==> config.mk <==
export PLATFORM = sky130hd
export DESIGN_NAME = json_pretty_printer_unit_flat
export DESIGN_NICKNAME = d
export VERILOG_FILES = /design/src/hdl/jpp_pkg.sv /design/src/hdl/jpp_if.sv /design/src/hdl/jpp_decode.sv /design/src/hdl/jpp_seq.sv /design/src/hdl/json_pretty_printer_unit.sv /design/src/flat_wrapper.sv
export SDC_FILE = /design/constraint.sdc
export NUM_CORES = 1
export LEC_CHECK = 0
export BUFFER_PORTS_ARGS = -buffer_cell sky130_fd_sc_hd__buf_4
export CAP_MARGIN = 20
export CORE_MARGIN = 3
export CORE_UTILIZATION = 62
export CTS_BUF_LIST = sky130_fd_sc_hd__clkbuf_4
export CTS_CLUSTER_DIAMETER = 50
export DETAILED_ROUTE_END_ITERATION = 8
export PLACE_DENSITY = 0.87
export RECOVER_POWER = 50
export SYNTH_ARGS = -nofsm -noshare
export SYNTH_HDL_FRONTEND = slang
export SYNTH_SLANG_ARGS = --single-unit
==> constraint.sdc <==
create_clock -name clk_i -period 2.53 [get_ports clk_i]
set_input_delay 0.1265 -clock clk_i [delete_from_list [all_inputs] [get_ports clk_i]]
set_output_delay 0.1265 -clock clk_i [all_outputs]
set_load 0.01 [all_outputs]
==> src/hdl/jpp_pkg.sv <==
// ---------------------------------------------------------------------------
// JSON pretty printer package
// Shared constants, character codes, sequencer states and plan types.
// ---------------------------------------------------------------------------
`default_nettype none

package jpp_pkg;

  // Nesting bound and derived widths
  localparam int MaxDepth = 16;
  localparam int LvlW     = $clog2(MaxDepth + 1) + 1;
  localparam int CntW     = $clog2(2 * MaxDepth + 1);

  typedef logic signed [LvlW-1:0] level_t;
  typedef logic [CntW-1:0]        ind_cnt_t;

  localparam level_t LvlMax = LvlW'(MaxDepth);
  localparam level_t LvlMin = -LvlMax;

  // Character codes
  localparam logic [7:0] ChLBrace = 8'h7B;
  localparam logic [7:0] ChRBrace = 8'h7D;
  localparam logic [7:0] ChLBrack = 8'h5B;
  localparam logic [7:0] ChRBrack = 8'h5D;
  localparam logic [7:0] ChComma  = 8'h2C;
  localparam logic [7:0] ChColon  = 8'h3A;
  localparam logic [7:0] ChSpace  = 8'h20;
  localparam logic [7:0] ChTab    = 8'h09;
  localparam logic [7:0] ChNl     = 8'h0A;
  localparam logic [7:0] ChCr     = 8'h0D;
  localparam logic [7:0] ChQuote  = 8'h22;
  localparam logic [7:0] ChBslash = 8'h5C;

  // Emission sequencer states
  typedef enum logic [4:0] {
    S_IDLE = 5'b00001,
    S_HEAD = 5'b00010,
    S_NL   = 5'b00100,
    S_IND  = 5'b01000,
    S_TAIL = 5'b10000
  } seq_state_e;

  // Emission plan for one input byte
  typedef struct packed {
    logic       drop;
    logic       has_head;
    logic [7:0] head_byte;
    logic       has_nl;
    ind_cnt_t   ind_cnt;
    logic       has_tail;
    logic [7:0] tail_byte;
    logic       sat;
  } plan_t;

  // Context kept between bytes
  typedef struct packed {
    logic       string_open;
    logic [7:0] prior_byte;
    level_t     nest_level;
  } ctx_t;

endpackage

`default_nettype wire

==> src/hdl/jpp_if.sv <==
// ---------------------------------------------------------------------------
// JSON pretty printer channels
// Valid/ready channels for raw input bytes and formatted output bytes.
// ---------------------------------------------------------------------------
`default_nettype none

interface jpp_in_if;
  logic       valid;
  logic       ready;
  logic [7:0] in_byte;
  logic       doc_start;

  modport source (output valid, output in_byte, output doc_start, input ready);
  modport sink   (input valid, input in_byte, input doc_start, output ready);
endinterface

interface jpp_out_if;
  logic       valid;
  logic       ready;
  logic [7:0] out_byte;
  logic       run_last;
  logic       depth_saturated;

  modport source (output valid, output out_byte, output run_last,
                  output depth_saturated, input ready);
  modport sink   (input valid, input out_byte, input run_last,
                  input depth_saturated, output ready);
endinterface

`default_nettype wire

==> src/hdl/jpp_decode.sv <==
// ---------------------------------------------------------------------------
// JSON pretty printer byte decoder
// Classifies one input byte, updates the context and builds its emission plan.
// ---------------------------------------------------------------------------
`default_nettype none

module jpp_decode import jpp_pkg::*; (
  input  logic [7:0] in_byte_i,
  input  logic       doc_start_i,
  input  ctx_t       ctx_i,
  output ctx_t       ctx_o,
  output plan_t      plan_o
);

  ctx_t   cur;
  level_t lvl_n;
  logic   sat;

  // Indentation for the updated level: two spaces per positive level
  function automatic ind_cnt_t indent_of(level_t lvl);
    ind_cnt_t cnt;
    cnt = '0;
    if (lvl > 0) begin
      cnt = CntW'(lvl[LvlW-2:0]) << 1;
    end
    return cnt;
  endfunction

  always_comb begin
    cur = doc_start_i ? '0 : ctx_i;

    lvl_n = cur.nest_level;
    sat   = 1'b0;

    plan_o           = '0;
    plan_o.head_byte = in_byte_i;
    plan_o.tail_byte = in_byte_i;

    ctx_o            = cur;
    ctx_o.prior_byte = in_byte_i;

    if (cur.string_open) begin
      // Pass string bytes; an unescaped quote closes the string
      plan_o.has_head = 1'b1;
      if (in_byte_i == ChQuote && cur.prior_byte != ChBslash) begin
        ctx_o.string_open = 1'b0;
      end
    end else begin
      unique case (in_byte_i) inside
        ChQuote: begin
          plan_o.has_head   = 1'b1;
          ctx_o.string_open = 1'b1;
        end
        ChLBrace, ChLBrack: begin
          if (cur.nest_level >= LvlMax) begin
            sat = 1'b1;
          end else begin
            lvl_n = cur.nest_level + level_t'(1);
          end
          plan_o.has_head = 1'b1;
          plan_o.has_nl   = 1'b1;
          plan_o.ind_cnt  = indent_of(lvl_n);
        end
        ChRBrace, ChRBrack: begin
          if (cur.nest_level <= LvlMin) begin
            sat = 1'b1;
          end else begin
            lvl_n = cur.nest_level - level_t'(1);
          end
          plan_o.has_nl   = 1'b1;
          plan_o.ind_cnt  = indent_of(lvl_n);
          plan_o.has_tail = 1'b1;
        end
        ChComma: begin
          plan_o.has_head = 1'b1;
          plan_o.has_nl   = 1'b1;
          plan_o.ind_cnt  = indent_of(cur.nest_level);
        end
        ChColon: begin
          plan_o.has_head  = 1'b1;
          plan_o.has_tail  = 1'b1;
          plan_o.tail_byte = ChSpace;
        end
        ChSpace, ChTab, ChNl, ChCr: begin
          plan_o.drop = 1'b1;
        end
        default: begin
          plan_o.has_head = 1'b1;
        end
      endcase
    end

    plan_o.sat       = sat;
    ctx_o.nest_level = lvl_n;
  end

endmodule

`default_nettype wire

==> src/hdl/jpp_seq.sv <==
// ---------------------------------------------------------------------------
// JSON pretty printer emission sequencer
// Steps through head, newline, indentation and tail bytes of one plan,
// reusing one down counter for the indentation run, into an output register.
// ---------------------------------------------------------------------------
`default_nettype none

module jpp_seq import jpp_pkg::*; (
  input  logic      clk_i,
  input  logic      rst_ni,
  input  logic      start_i,
  input  plan_t     plan_i,
  output logic      busy_o,
  jpp_out_if.source out_o
);

  seq_state_e state_q, state_d;
  logic [7:0] head_q, head_d;
  logic [7:0] tail_q, tail_d;
  logic       has_nl_q, has_nl_d;
  logic       has_tail_q, has_tail_d;
  logic       sat_q, sat_d;
  ind_cnt_t   cnt_q, cnt_d;

  logic       out_valid_q, out_valid_d;
  logic [7:0] out_byte_q, out_byte_d;
  logic       out_last_q, out_last_d;
  logic       out_sat_q, out_sat_d;

  logic       load;
  logic       emit;
  logic [7:0] emit_byte;
  logic       emit_last;
  seq_state_e after_ind;

  assign load      = !out_valid_q || out_o.ready;
  assign after_ind = has_tail_q ? S_TAIL : S_IDLE;

  // Sequence the bytes of the current plan
  always_comb begin
    state_d    = state_q;
    head_d     = head_q;
    tail_d     = tail_q;
    has_nl_d   = has_nl_q;
    has_tail_d = has_tail_q;
    sat_d      = sat_q;
    cnt_d      = cnt_q;
    emit       = 1'b0;
    emit_byte  = head_q;
    emit_last  = 1'b0;

    unique case (state_q)
      S_IDLE: begin
        if (start_i) begin
          head_d     = plan_i.head_byte;
          tail_d     = plan_i.tail_byte;
          has_nl_d   = plan_i.has_nl;
          has_tail_d = plan_i.has_tail;
          sat_d      = plan_i.sat;
          cnt_d      = plan_i.ind_cnt;
          if (plan_i.drop) begin
            state_d = S_IDLE;
          end else if (plan_i.has_head) begin
            state_d = S_HEAD;
          end else if (plan_i.has_nl) begin
            state_d = S_NL;
          end else begin
            state_d = S_TAIL;
          end
        end
      end
      S_HEAD: begin
        if (load) begin
          emit      = 1'b1;
          emit_byte = head_q;
          emit_last = !has_nl_q && !has_tail_q;
          state_d   = has_nl_q ? S_NL : after_ind;
        end
      end
      S_NL: begin
        if (load) begin
          emit      = 1'b1;
          emit_byte = ChNl;
          emit_last = (cnt_q == '0) && !has_tail_q;
          state_d   = (cnt_q != '0) ? S_IND : after_ind;
        end
      end
      S_IND: begin
        if (load) begin
          emit      = 1'b1;
          emit_byte = ChSpace;
          emit_last = (cnt_q == CntW'(1)) && !has_tail_q;
          cnt_d     = cnt_q - CntW'(1);
          state_d   = (cnt_q != CntW'(1)) ? S_IND : after_ind;
        end
      end
      S_TAIL: begin
        if (load) begin
          emit      = 1'b1;
          emit_byte = tail_q;
          emit_last = 1'b1;
          state_d   = S_IDLE;
        end
      end
      default: begin
        state_d = S_IDLE;
      end
    endcase
  end

  // Load or drain the output register
  always_comb begin
    out_valid_d = out_valid_q;
    out_byte_d  = out_byte_q;
    out_last_d  = out_last_q;
    out_sat_d   = out_sat_q;
    if (emit) begin
      out_valid_d = 1'b1;
      out_byte_d  = emit_byte;
      out_last_d  = emit_last;
      out_sat_d   = sat_q;
    end else if (out_o.ready) begin
      out_valid_d = 1'b0;
    end
  end

  always_ff @(posedge clk_i or negedge rst_ni) begin
    if (!rst_ni) begin
      state_q     <= S_IDLE;
      out_valid_q <= 1'b0;
    end else begin
      state_q     <= state_d;
      out_valid_q <= out_valid_d;
    end
  end

  always_ff @(posedge clk_i) begin
    head_q     <= head_d;
    tail_q     <= tail_d;
    has_nl_q   <= has_nl_d;
    has_tail_q <= has_tail_d;
    sat_q      <= sat_d;
    cnt_q      <= cnt_d;
    out_byte_q <= out_byte_d;
    out_last_q <= out_last_d;
    out_sat_q  <= out_sat_d;
  end

  assign busy_o                = (state_q != S_IDLE);
  assign out_o.valid           = out_valid_q;
  assign out_o.out_byte        = out_byte_q;
  assign out_o.run_last        = out_last_q;
  assign out_o.depth_saturated = out_sat_q;

endmodule

`default_nettype wire

==> src/hdl/json_pretty_printer_unit.sv <==
// ---------------------------------------------------------------------------
// JSON pretty printer unit
// Re-indents a JSON byte stream: one raw byte in, zero or more bytes out.
// ---------------------------------------------------------------------------
// A raw byte is taken when the unit is idle and produces its formatted bytes
// one per cycle through an output register while the output is ready, from
// zero up to 2 + 2*MaxDepth bytes; a dropped whitespace byte produces none.
// No new byte is taken until the sequencer has put the last of them in that
// register. Backpressure on the output stalls the sequencer, whose single
// down counter walks the indentation run. The last byte of each run carries
// run_last; depth_saturated marks every byte of a structure byte whose level
// change was held at the nesting bound. Raising doc_start with a byte clears
// the string flag, previous byte and nesting level first.
// ---------------------------------------------------------------------------
`default_nettype none

module json_pretty_printer_unit import jpp_pkg::*; (
  input  logic      clk_i,
  input  logic      rst_ni,
  jpp_in_if.sink    in_i,
  jpp_out_if.source out_o
);

  ctx_t  ctx_q, ctx_d;
  plan_t plan;
  logic  busy;
  logic  accept;

  assign in_i.ready = !busy;
  assign accept     = in_i.valid && in_i.ready;

  // Classify the request byte against the held context
  jpp_decode u_decode (
    .in_byte_i   (in_i.in_byte),
    .doc_start_i (in_i.doc_start),
    .ctx_i       (ctx_q),
    .ctx_o       (ctx_d),
    .plan_o      (plan)
  );

  // Emit the formatted bytes
  jpp_seq u_seq (
    .clk_i   (clk_i),
    .rst_ni  (rst_ni),
    .start_i (accept),
    .plan_i  (plan),
    .busy_o  (busy),
    .out_o   (out_o)
  );

  // Advance the context on each accepted request
  always_ff @(posedge clk_i or negedge rst_ni) begin
    if (!rst_ni) begin
      ctx_q <= '0;
    end else if (accept) begin
      ctx_q <= ctx_d;
    end
  end

endmodule

`default_nettype wire
==> src/flat_wrapper.sv <==
// flat-port wrapper written by rule: the top's interface ports become plain ports
module json_pretty_printer_unit_flat import jpp_pkg::*;
  (clk_i, rst_ni, in_i_valid, in_i_in_byte, in_i_doc_start, in_i_ready, out_o_valid, out_o_out_byte, out_o_run_last, out_o_depth_saturated, out_o_ready);
  jpp_in_if in_i_i ();
  jpp_out_if out_o_i ();
  input  logic clk_i;
  input  logic rst_ni;
  input wire logic [$bits(in_i_i.valid)-1:0] in_i_valid;
  input wire logic [$bits(in_i_i.in_byte)-1:0] in_i_in_byte;
  input wire logic [$bits(in_i_i.doc_start)-1:0] in_i_doc_start;
  output wire logic [$bits(in_i_i.ready)-1:0] in_i_ready;
  output wire logic [$bits(out_o_i.valid)-1:0] out_o_valid;
  output wire logic [$bits(out_o_i.out_byte)-1:0] out_o_out_byte;
  output wire logic [$bits(out_o_i.run_last)-1:0] out_o_run_last;
  output wire logic [$bits(out_o_i.depth_saturated)-1:0] out_o_depth_saturated;
  input wire logic [$bits(out_o_i.ready)-1:0] out_o_ready;
  assign in_i_i.valid = in_i_valid;
  assign in_i_i.in_byte = in_i_in_byte;
  assign in_i_i.doc_start = in_i_doc_start;
  assign in_i_ready = in_i_i.ready;
  assign out_o_valid = out_o_i.valid;
  assign out_o_out_byte = out_o_i.out_byte;
  assign out_o_run_last = out_o_i.run_last;
  assign out_o_depth_saturated = out_o_i.depth_saturated;
  assign out_o_i.ready = out_o_ready;
  json_pretty_printer_unit u_core (.clk_i(clk_i), .rst_ni(rst_ni), .in_i(in_i_i), .out_o(out_o_i));
endmodule
## Word level (Yosys, flattened, before mapping)

Index checks and enable logic that the tools add are counted.

| word-level totals | value |
|---|---|
| flip-flop bits (word level) | 56 |
| bits of input ports | 13 |
| output and inout port bits | 12 |
| logic and storage cells | 124 |

| operators by class | value |
|---|---|
| add/sub/neg operators | 3 |
| muxes and demuxes | 54 |
| equal/unequal tests | 25 |
| reductions and logical operators | 23 |
| magnitude comparators | 5 |

Operators by type and width:

| operator | count |
|---|---|
| $mux W6 | 12 |
| $mux W5 | 12 |
| $eq A8 B6 Y1 const B | 4 |
| $eq A8 B7 Y1 const B | 4 |
| $mux W8 | 4 |
| $pmux W5 S5 | 1 |
| $eq A8 B4 Y1 const B | 3 |
| $pmux W6 S2 | 2 |
| $pmux W8 S3 | 1 |
| $pmux W7 S3 | 1 |
| $gt A6 B1 Y1 const B | 3 |
| $mux W1 | 17 |
| $mux W16 | 1 |
| $mux W15 | 1 |
| $ne A2 B2 Y1 const B | 4 |
| $ne A8 B7 Y1 const B | 1 |
| $reduce_or A4 Y1 | 2 |
| $add A6 B2 Y6 const B | 1 |
| $eq A6 B1 Y1 const B | 1 |
| $ge A6 B6 Y1 const B | 1 |
| $le A6 B5 Y1 const B | 1 |
| $logic_not A6 Y1 | 1 |
| $ne A6 B1 Y1 const B | 1 |
| $reduce_bool A6 Y1 | 1 |
| other kinds (21) | 30 |

## Depth between registers and ports, before layout

| depth | value |
|---|---|
| word-level depth | 14 |
| gate-level depth with buffers | 9 |
| depth with buffers taken out | 9 |

## By module

A second synthesis with hierarchy kept.

| second synthesis, totals | value |
|---|---|
| cell total of the unflattened synthesis | 377 |
| area, all modules | 3658.5 sq um |

By module, submodules not included:

| module | cells each | seq. area each (sq um) | times used | area an instance (sq um) |
|---|---|---|---|---|
| jpp_seq | 165 | 1202.4 | 1 | 1899.3 |
| jpp_decode | 178 | 0.0 | 1 | 1148.6 |
| json_pretty_printer_unit | 34 | 375.4 | 1 | 610.6 |

## Least setup slack after synthesis

Ideal clock, no wire load.

| timing path | value |
|---|---|
| kind | register to register |
| start point | reg u_core.u_seq.state_q[3] |
| end point | reg u_core.u_seq.out_sat_q (netlist: u_core.u_seq.out_o.depth_saturated) (enable) |
| cell stages (with the launch flop) | 6 |
| clock period less this slack | 2.259 ns |
| path buffers | 1 |
| data required time | 2.140 ns |
| data arrival time | 1.869 ns |
| setup time | 0.390 ns |
| path slack | 0.271 ns |
| cell sequence | dfrtp_1 > clkbuf_1 > or3b_1 > o21ai_0 > a21oi_1 > nor3_1 |

| between the ends | value |
|---|---|
| longest elaborated chain between the ends | 3 |
| elaborated cells on any way between the ends | 6 |
| those cells by class | 4 x eq/ne; 1 x mux; 1 x reduce/logical |

Ends and longest elaborated chain:

| what | RTL line | source |
|---|---|---|
| from (decl) | jpp_seq.sv:17 | `seq_state_e state_q, state_d;` |
| from (signal assigned) | jpp_seq.sv:132 | `state_q <= state_d;` |
| $eq A5 B5 Y1 (tied with other cells) | jpp_seq.sv:52 | `unique case (state_q)` |
| $reduce_or A4 Y1 (no source line) * | -- |  |
| $mux W1 * | -- |  |
| via u_core.u_seq.emit | jpp_seq.sv:31 | `logic emit;` |
| to (signal assigned) | jpp_seq.sv:146 | `out_sat_q <= out_sat_d;` |
| to (decl) | jpp_seq.sv:28 | `logic out_sat_q, out_sat_d;` |

Mark *: on every way through the listed nets, which the timed path passes. The rest lies on a longest branch.
A chain may end at the register's enable or synchronous reset.

## Worst setup path after layout

| timing path | value |
|---|---|
| start point | in in_i_in_byte[6] |
| end point | reg u_core.u_seq.cnt_q[2] (data pin) |

| between the ends | value |
|---|---|
| longest elaborated chain between the ends | 6 |
| elaborated cells on any way between the ends | 11 |
| those cells by class | 5 x eq/ne; 4 x mux; 2 x reduce/logical |

Ends and longest elaborated chain:

| what | RTL line | source |
|---|---|---|
| from (decl) | flat_wrapper.sv:9 | `input wire logic [$bits(in_i_i.in_byte)-1:0] in_i_in_byte;` |
| $eq A8 B7 Y1 (no source line) | -- |  |
| $reduce_or A2 Y1 | jpp_decode.sv:49 | `unique case (in_byte_i) inside` |
| $pmux W7 S3 * | jpp_decode.sv:49 |  |
| $mux W16 * | jpp_decode.sv:42 | `if (cur.string_open) begin` |
| $mux W6 * | jpp_seq.sv:54 | `if (start_i) begin` |
| $pmux W6 S2 * | jpp_seq.sv:52 |  |
| via u_core.u_seq.cnt_d[2] | jpp_seq.sv:23 | `ind_cnt_t cnt_q, cnt_d;` |
| to (signal assigned) | jpp_seq.sv:143 | `cnt_q <= cnt_d;` |
| to (decl) | jpp_seq.sv:23 |  |

Mark *: on every way through the listed nets, which the timed path passes. The rest lies on a longest branch. The select of a mux whose other input is x is not followed.

==> results.py <==
metrics = {
    "synth": {
        "yosysTopAreaCell": "edfxtp_1",
        "synth_warnings": 0,
        "ys_seq_elements": 56,
        "async_flop_share": 0.375,
        "synth.avg_cell_area_um2": 9.30,
        "yosys.area.top_type_share": 0.318,
        "syn_nets": 372,
        "synth_seq_area_share": 0.478,
        "synth-main-ff-cell": "edfxtp_1",
        "ys_types": 66,
        "syn-cell-area_um2": 3300,
        "synth_edf_count": 35,
        "synthTopCellsByArea": "edfxtp_1, dfrtp_1, nand2_1",
        "synthCells": 355,
    },
    "placement": {
        "dpl_worst_slack_ns": 0.325,
        "dp_hpwl_um": 5530,
        "placed_cells": 431,
        "io_buffers": 24,
        "gp_congestion": 0.960,
        "placed_area_um2": 3530,
    },
    "timing": {
        "worst_slack_ns": 0.212,
        "hold_violations": 0,
        "fin_crit_sh": 0.916,
        "skew_ns": 0.00619,
        "slew_viol_final": 0,
        "worst_slew_pin_slew_ns": 1.20,
        "slew_headroom": 0.198,
        "finalCriticalPeriod_ns": 2.32,
        "fin_tns_setup_ns": 0,
        "grt_setup_unrepaired": "no",
        "timing.fmax_ghz": 0.431,
        "setup_viol_count_final": 0,
    },
    "detailed_routing": {
        "num_vias": 2907,
        "drt_iter0_markers": 206,
        "remaining_drc_errors": 0,
        "postRouteAntennaNets": 0,
        "vias_per_cell": 6.52,
        "dr.pass1.iters": 5,
        "drt-wirelength-per-cell_um": 17.4,
        "wl_um": 7770,
    },
    "finish": {
        "final_cells": 446,
        "regArea_um2": 1580,
        "multi_input_area_um2": 1560,
        "num-fill-cells": 401,
        "area_growth_pct": 8.68,
        "antennaDiodeCount": 0,
        "post-route-util": 0.726,
        "fin_area_um2": 3590,
        "final_net_count": 395,
        "drive_above_1_share": 0.0792,
    },
    "clocking": {
        "cts_tree": "yes",
        "post_cts_resized": 0,
        "clk_pin_slew_ns": 0.15,
        "clk-insertion-delay-late_ns": 0.38,
        "cts_buffers": 5,
        "cts.sinks": 56,
        "cts_root_buf": "clkbuf_4",
        "clockBufferDepth": 2,
        "h-tree-depth": 2,
    },
    "die": {
        "boundaryPins": 25,
        "die_y_um": 79.0,
        "die_x_um": 79.0,
        "core_area_um2": 4940,
        "start_util": 0.668,
        "rows": 25,
        "die-area_um2": 6240,
    },
    "global_route": {
        "grt_pass1_wl_um": 13000,
        "grt_overflow": 0,
        "grt_pass1_vias": 2665,
        "grt_max_degree": 22,
        "antenna_found_initial": 0,
        "grtUsageTotal": 0.263,
    },
    "worst_setup_path": {
        "worstPathRequired_ns": 2.76,
        "path_max_fanout": 11,
        "path_common_cell": "o211ai_1",
        "critPathSlowestCell": "dlygate4sd3_1",
        "cp.arrival_ns": 2.55,
        "end_kind": "register",
        "cp_cell_sequence": "dlygate4sd3_1, clkbuf_1, nand3_1, nand2b_1, nor3_1, o211ai_1, o211ai_1",
        "slowest_delay_ns": 0.56,
        "cp-start-kind": "input pin",
        "critPathKind": "input pin to register",
    },
    "power": {
        "power_density_nw_per_um2": 758,
        "p_clk_frac": 0.145,
        "p_sw_mw": 1.02,
        "power.internal_mw": 1.71,
        "combPwrFrac": 0.329,
        "peakVddDrop_v": 0.000478,
        "seq_power_share": 0.526,
        "power.leakage_nw": 1.37,
        "swShare": 0.373,
    },
    "job": {
        "cap_violations": 0,
    },
    "worst_hold_path": {
        "hp-class": "input pin to register",
    },
    "outcome": {
        "status": "finished clean",
    },
}
path summary, 6_finish.rpt:
path | from | to | slack (ns) | cells past startpoint
worst min register to register | u_core.u_seq.sat_q$_SDFFCE_PP0P_ | u_core.u_seq.out_o.depth_saturated$_DFFE_PP_ | 0.46 | 0
min in group asynchronous | rst_ni | u_core.u_seq.out_o.valid$_DFFE_PN0P_ | 0.49 | 2
worst max-delay path | in_i_in_byte[6] | u_core.u_seq.cnt_q[2]$_DFFE_PP_ | 0.21 | 7
worst max register to register | u_core.u_seq.state_q[0]$_DFFE_PN1P_ | u_core.u_seq.cnt_q[4]$_DFFE_PP_ | 0.23 | 5
worst min-delay path | out_o_ready | u_core.u_seq.state_q[4]$_DFFE_PN0P_ | 0.16 | 5
max in group asynchronous | rst_ni | u_core.ctx_q[8]$_DFFE_PN0P_ | 1.33 | 2
power by group through the flow:
stage	Sequential [mW]	Combinational, mW	Clock [mW]
finish	1.43	0.896	0.395
global route	1.46	1.00	0.433
CTS	1.42	0.915	0.400
detailed placement	1.44	0.900	0
global placement	1.43	0.878	0
floorplan	1.37	0.651	0
metal layers:
| metal | share of wire | routed length (um) | vias up | track usage |
|---|---|---|---|---|
| met3 | 0.085 | 660 | 32 | 0.0510 |
| met2 | 0.47 | 3650 | 171 | 0.413 |
| li1 | - | - | 1356 | - |
| met1 | 0.42 | 3230 | 1348 | 0.365 |
| met4 | 0.029 | 225 | 0 | 0.0945 |
| met5 | 0 | 0 | - | 0 |
final cells by class:
| class | instances | area share |
|---|---|---|
| Timing Repair Buffer | 42 | 0.0729 |
| Clock buffer | 5 | 0.0105 |
| Multi-Input combinational cell | 261 | 0.435 |
| Tap cell | 67 | 0.0234 |
| Inverter | 12 | 0.0126 |
| Clock inverter | 3 | 0.00593 |
| Sequential cell | 56 | 0.440 |
repair_timing:
| item | 4_1_cts | 5_1_grt |
|---|---|---|
| hold endpoints to repair | 32 | 0 |
| setup buffers | 0 | 0 |
| hold buffers | 7 | 0 |
state kept, by name, indices dropped and copies added (netlist names):
signal                              count
u_core.u_seq.state_q                    5
u_core.u_seq.out_o.out_byte             8
u_core.u_seq.out_o.depth_saturated      1
u_core.u_seq.out_o.valid                1
u_core.u_seq.head_q                     8
u_core.u_seq.cnt_q                      6
u_core.u_seq.has_tail_q                 1
u_core.ctx_q                           15
u_core.u_seq.sat_q                      1
u_core.u_seq.tail_q                     8
u_core.u_seq.out_o.run_last             1
u_core.u_seq.has_nl_q                   1
placed cells by master, fill, tap and decap left out, drive strengths merged, types with 2 or more instances in the layout:
cell type	count
xnor2	3
nor3b	2
nor2	20
a31oi	3
o21ai	28
xor2	5
a22o	2
nand2b	8
edfxtp	35
o211ai	3
ha	4
inv	13
a2bb2oi	3
and2	5
o22ai	3
o32ai	2
nand3b	2
nor2b	10
buf	16
dlygate4sd3	7
and3b	2
o21a	2
nor3	12
dfrtp	20
nor4	7
o31ai	4
a21o	2
nand3	6
a221oi	4
clkbuf	24
nand2	60
a21oi	18
a22oi	4
nor4b	3
a211oi	4
or3b	2
or4	3
nor4bb	3
synth_stat cells, types with 4 or more instances:
| library cell | n |
|---|---|
| ha_1 | 4 |
| o21ai_0 | 28 |
| xor2_1 | 5 |
| nor2b_1 | 10 |
| a21oi_1 | 18 |
| nor3_1 | 11 |
| edfxtp_1 | 35 |
| o31ai_1 | 4 |
| nand2_1 | 60 |
| a221oi_1 | 4 |
| clkbuf_1 | 15 |
| nor4_1 | 7 |
| inv_1 | 12 |
| nand2b_1 | 8 |
| nor2_1 | 20 |
| a211oi_1 | 4 |
| buf_2 | 9 |
| nand3_1 | 6 |
| dfrtp_1 | 20 |
| and2_1 | 5 |
critical path, delay by kind of cell:
kind	cells	cell delay [ns]
simple gates	3	1.26
buf+inv	2	0.84
compound gates	2	0.32
metrics by stage:
stage	power, mW	hold slack [ns]
after CTS	2.74	0.0164
after global routing	2.90	0.161
final	2.72	0.160
after floorplan	2.03	-0.169
after detailed placement	2.34	0.0315
after global placement	2.31	0.0273
cells by family (layout without fill, tap and decap cells):
family / after synthesis / after routing / share of synthesized area
buf+inv: 38 / 62 / 0.0493
fa+ha+maj: 4 / 4 / 0.0152
flops: 56 / 56 / 0.478
simple gates: 153 / 153 / 0.243
compound gates: 94 / 94 / 0.188
mux: 2 / 2 / 0.00644
xor+xnor: 8 / 8 / 0.0212
Note: power is estimated with default switching activity, not from simulation.
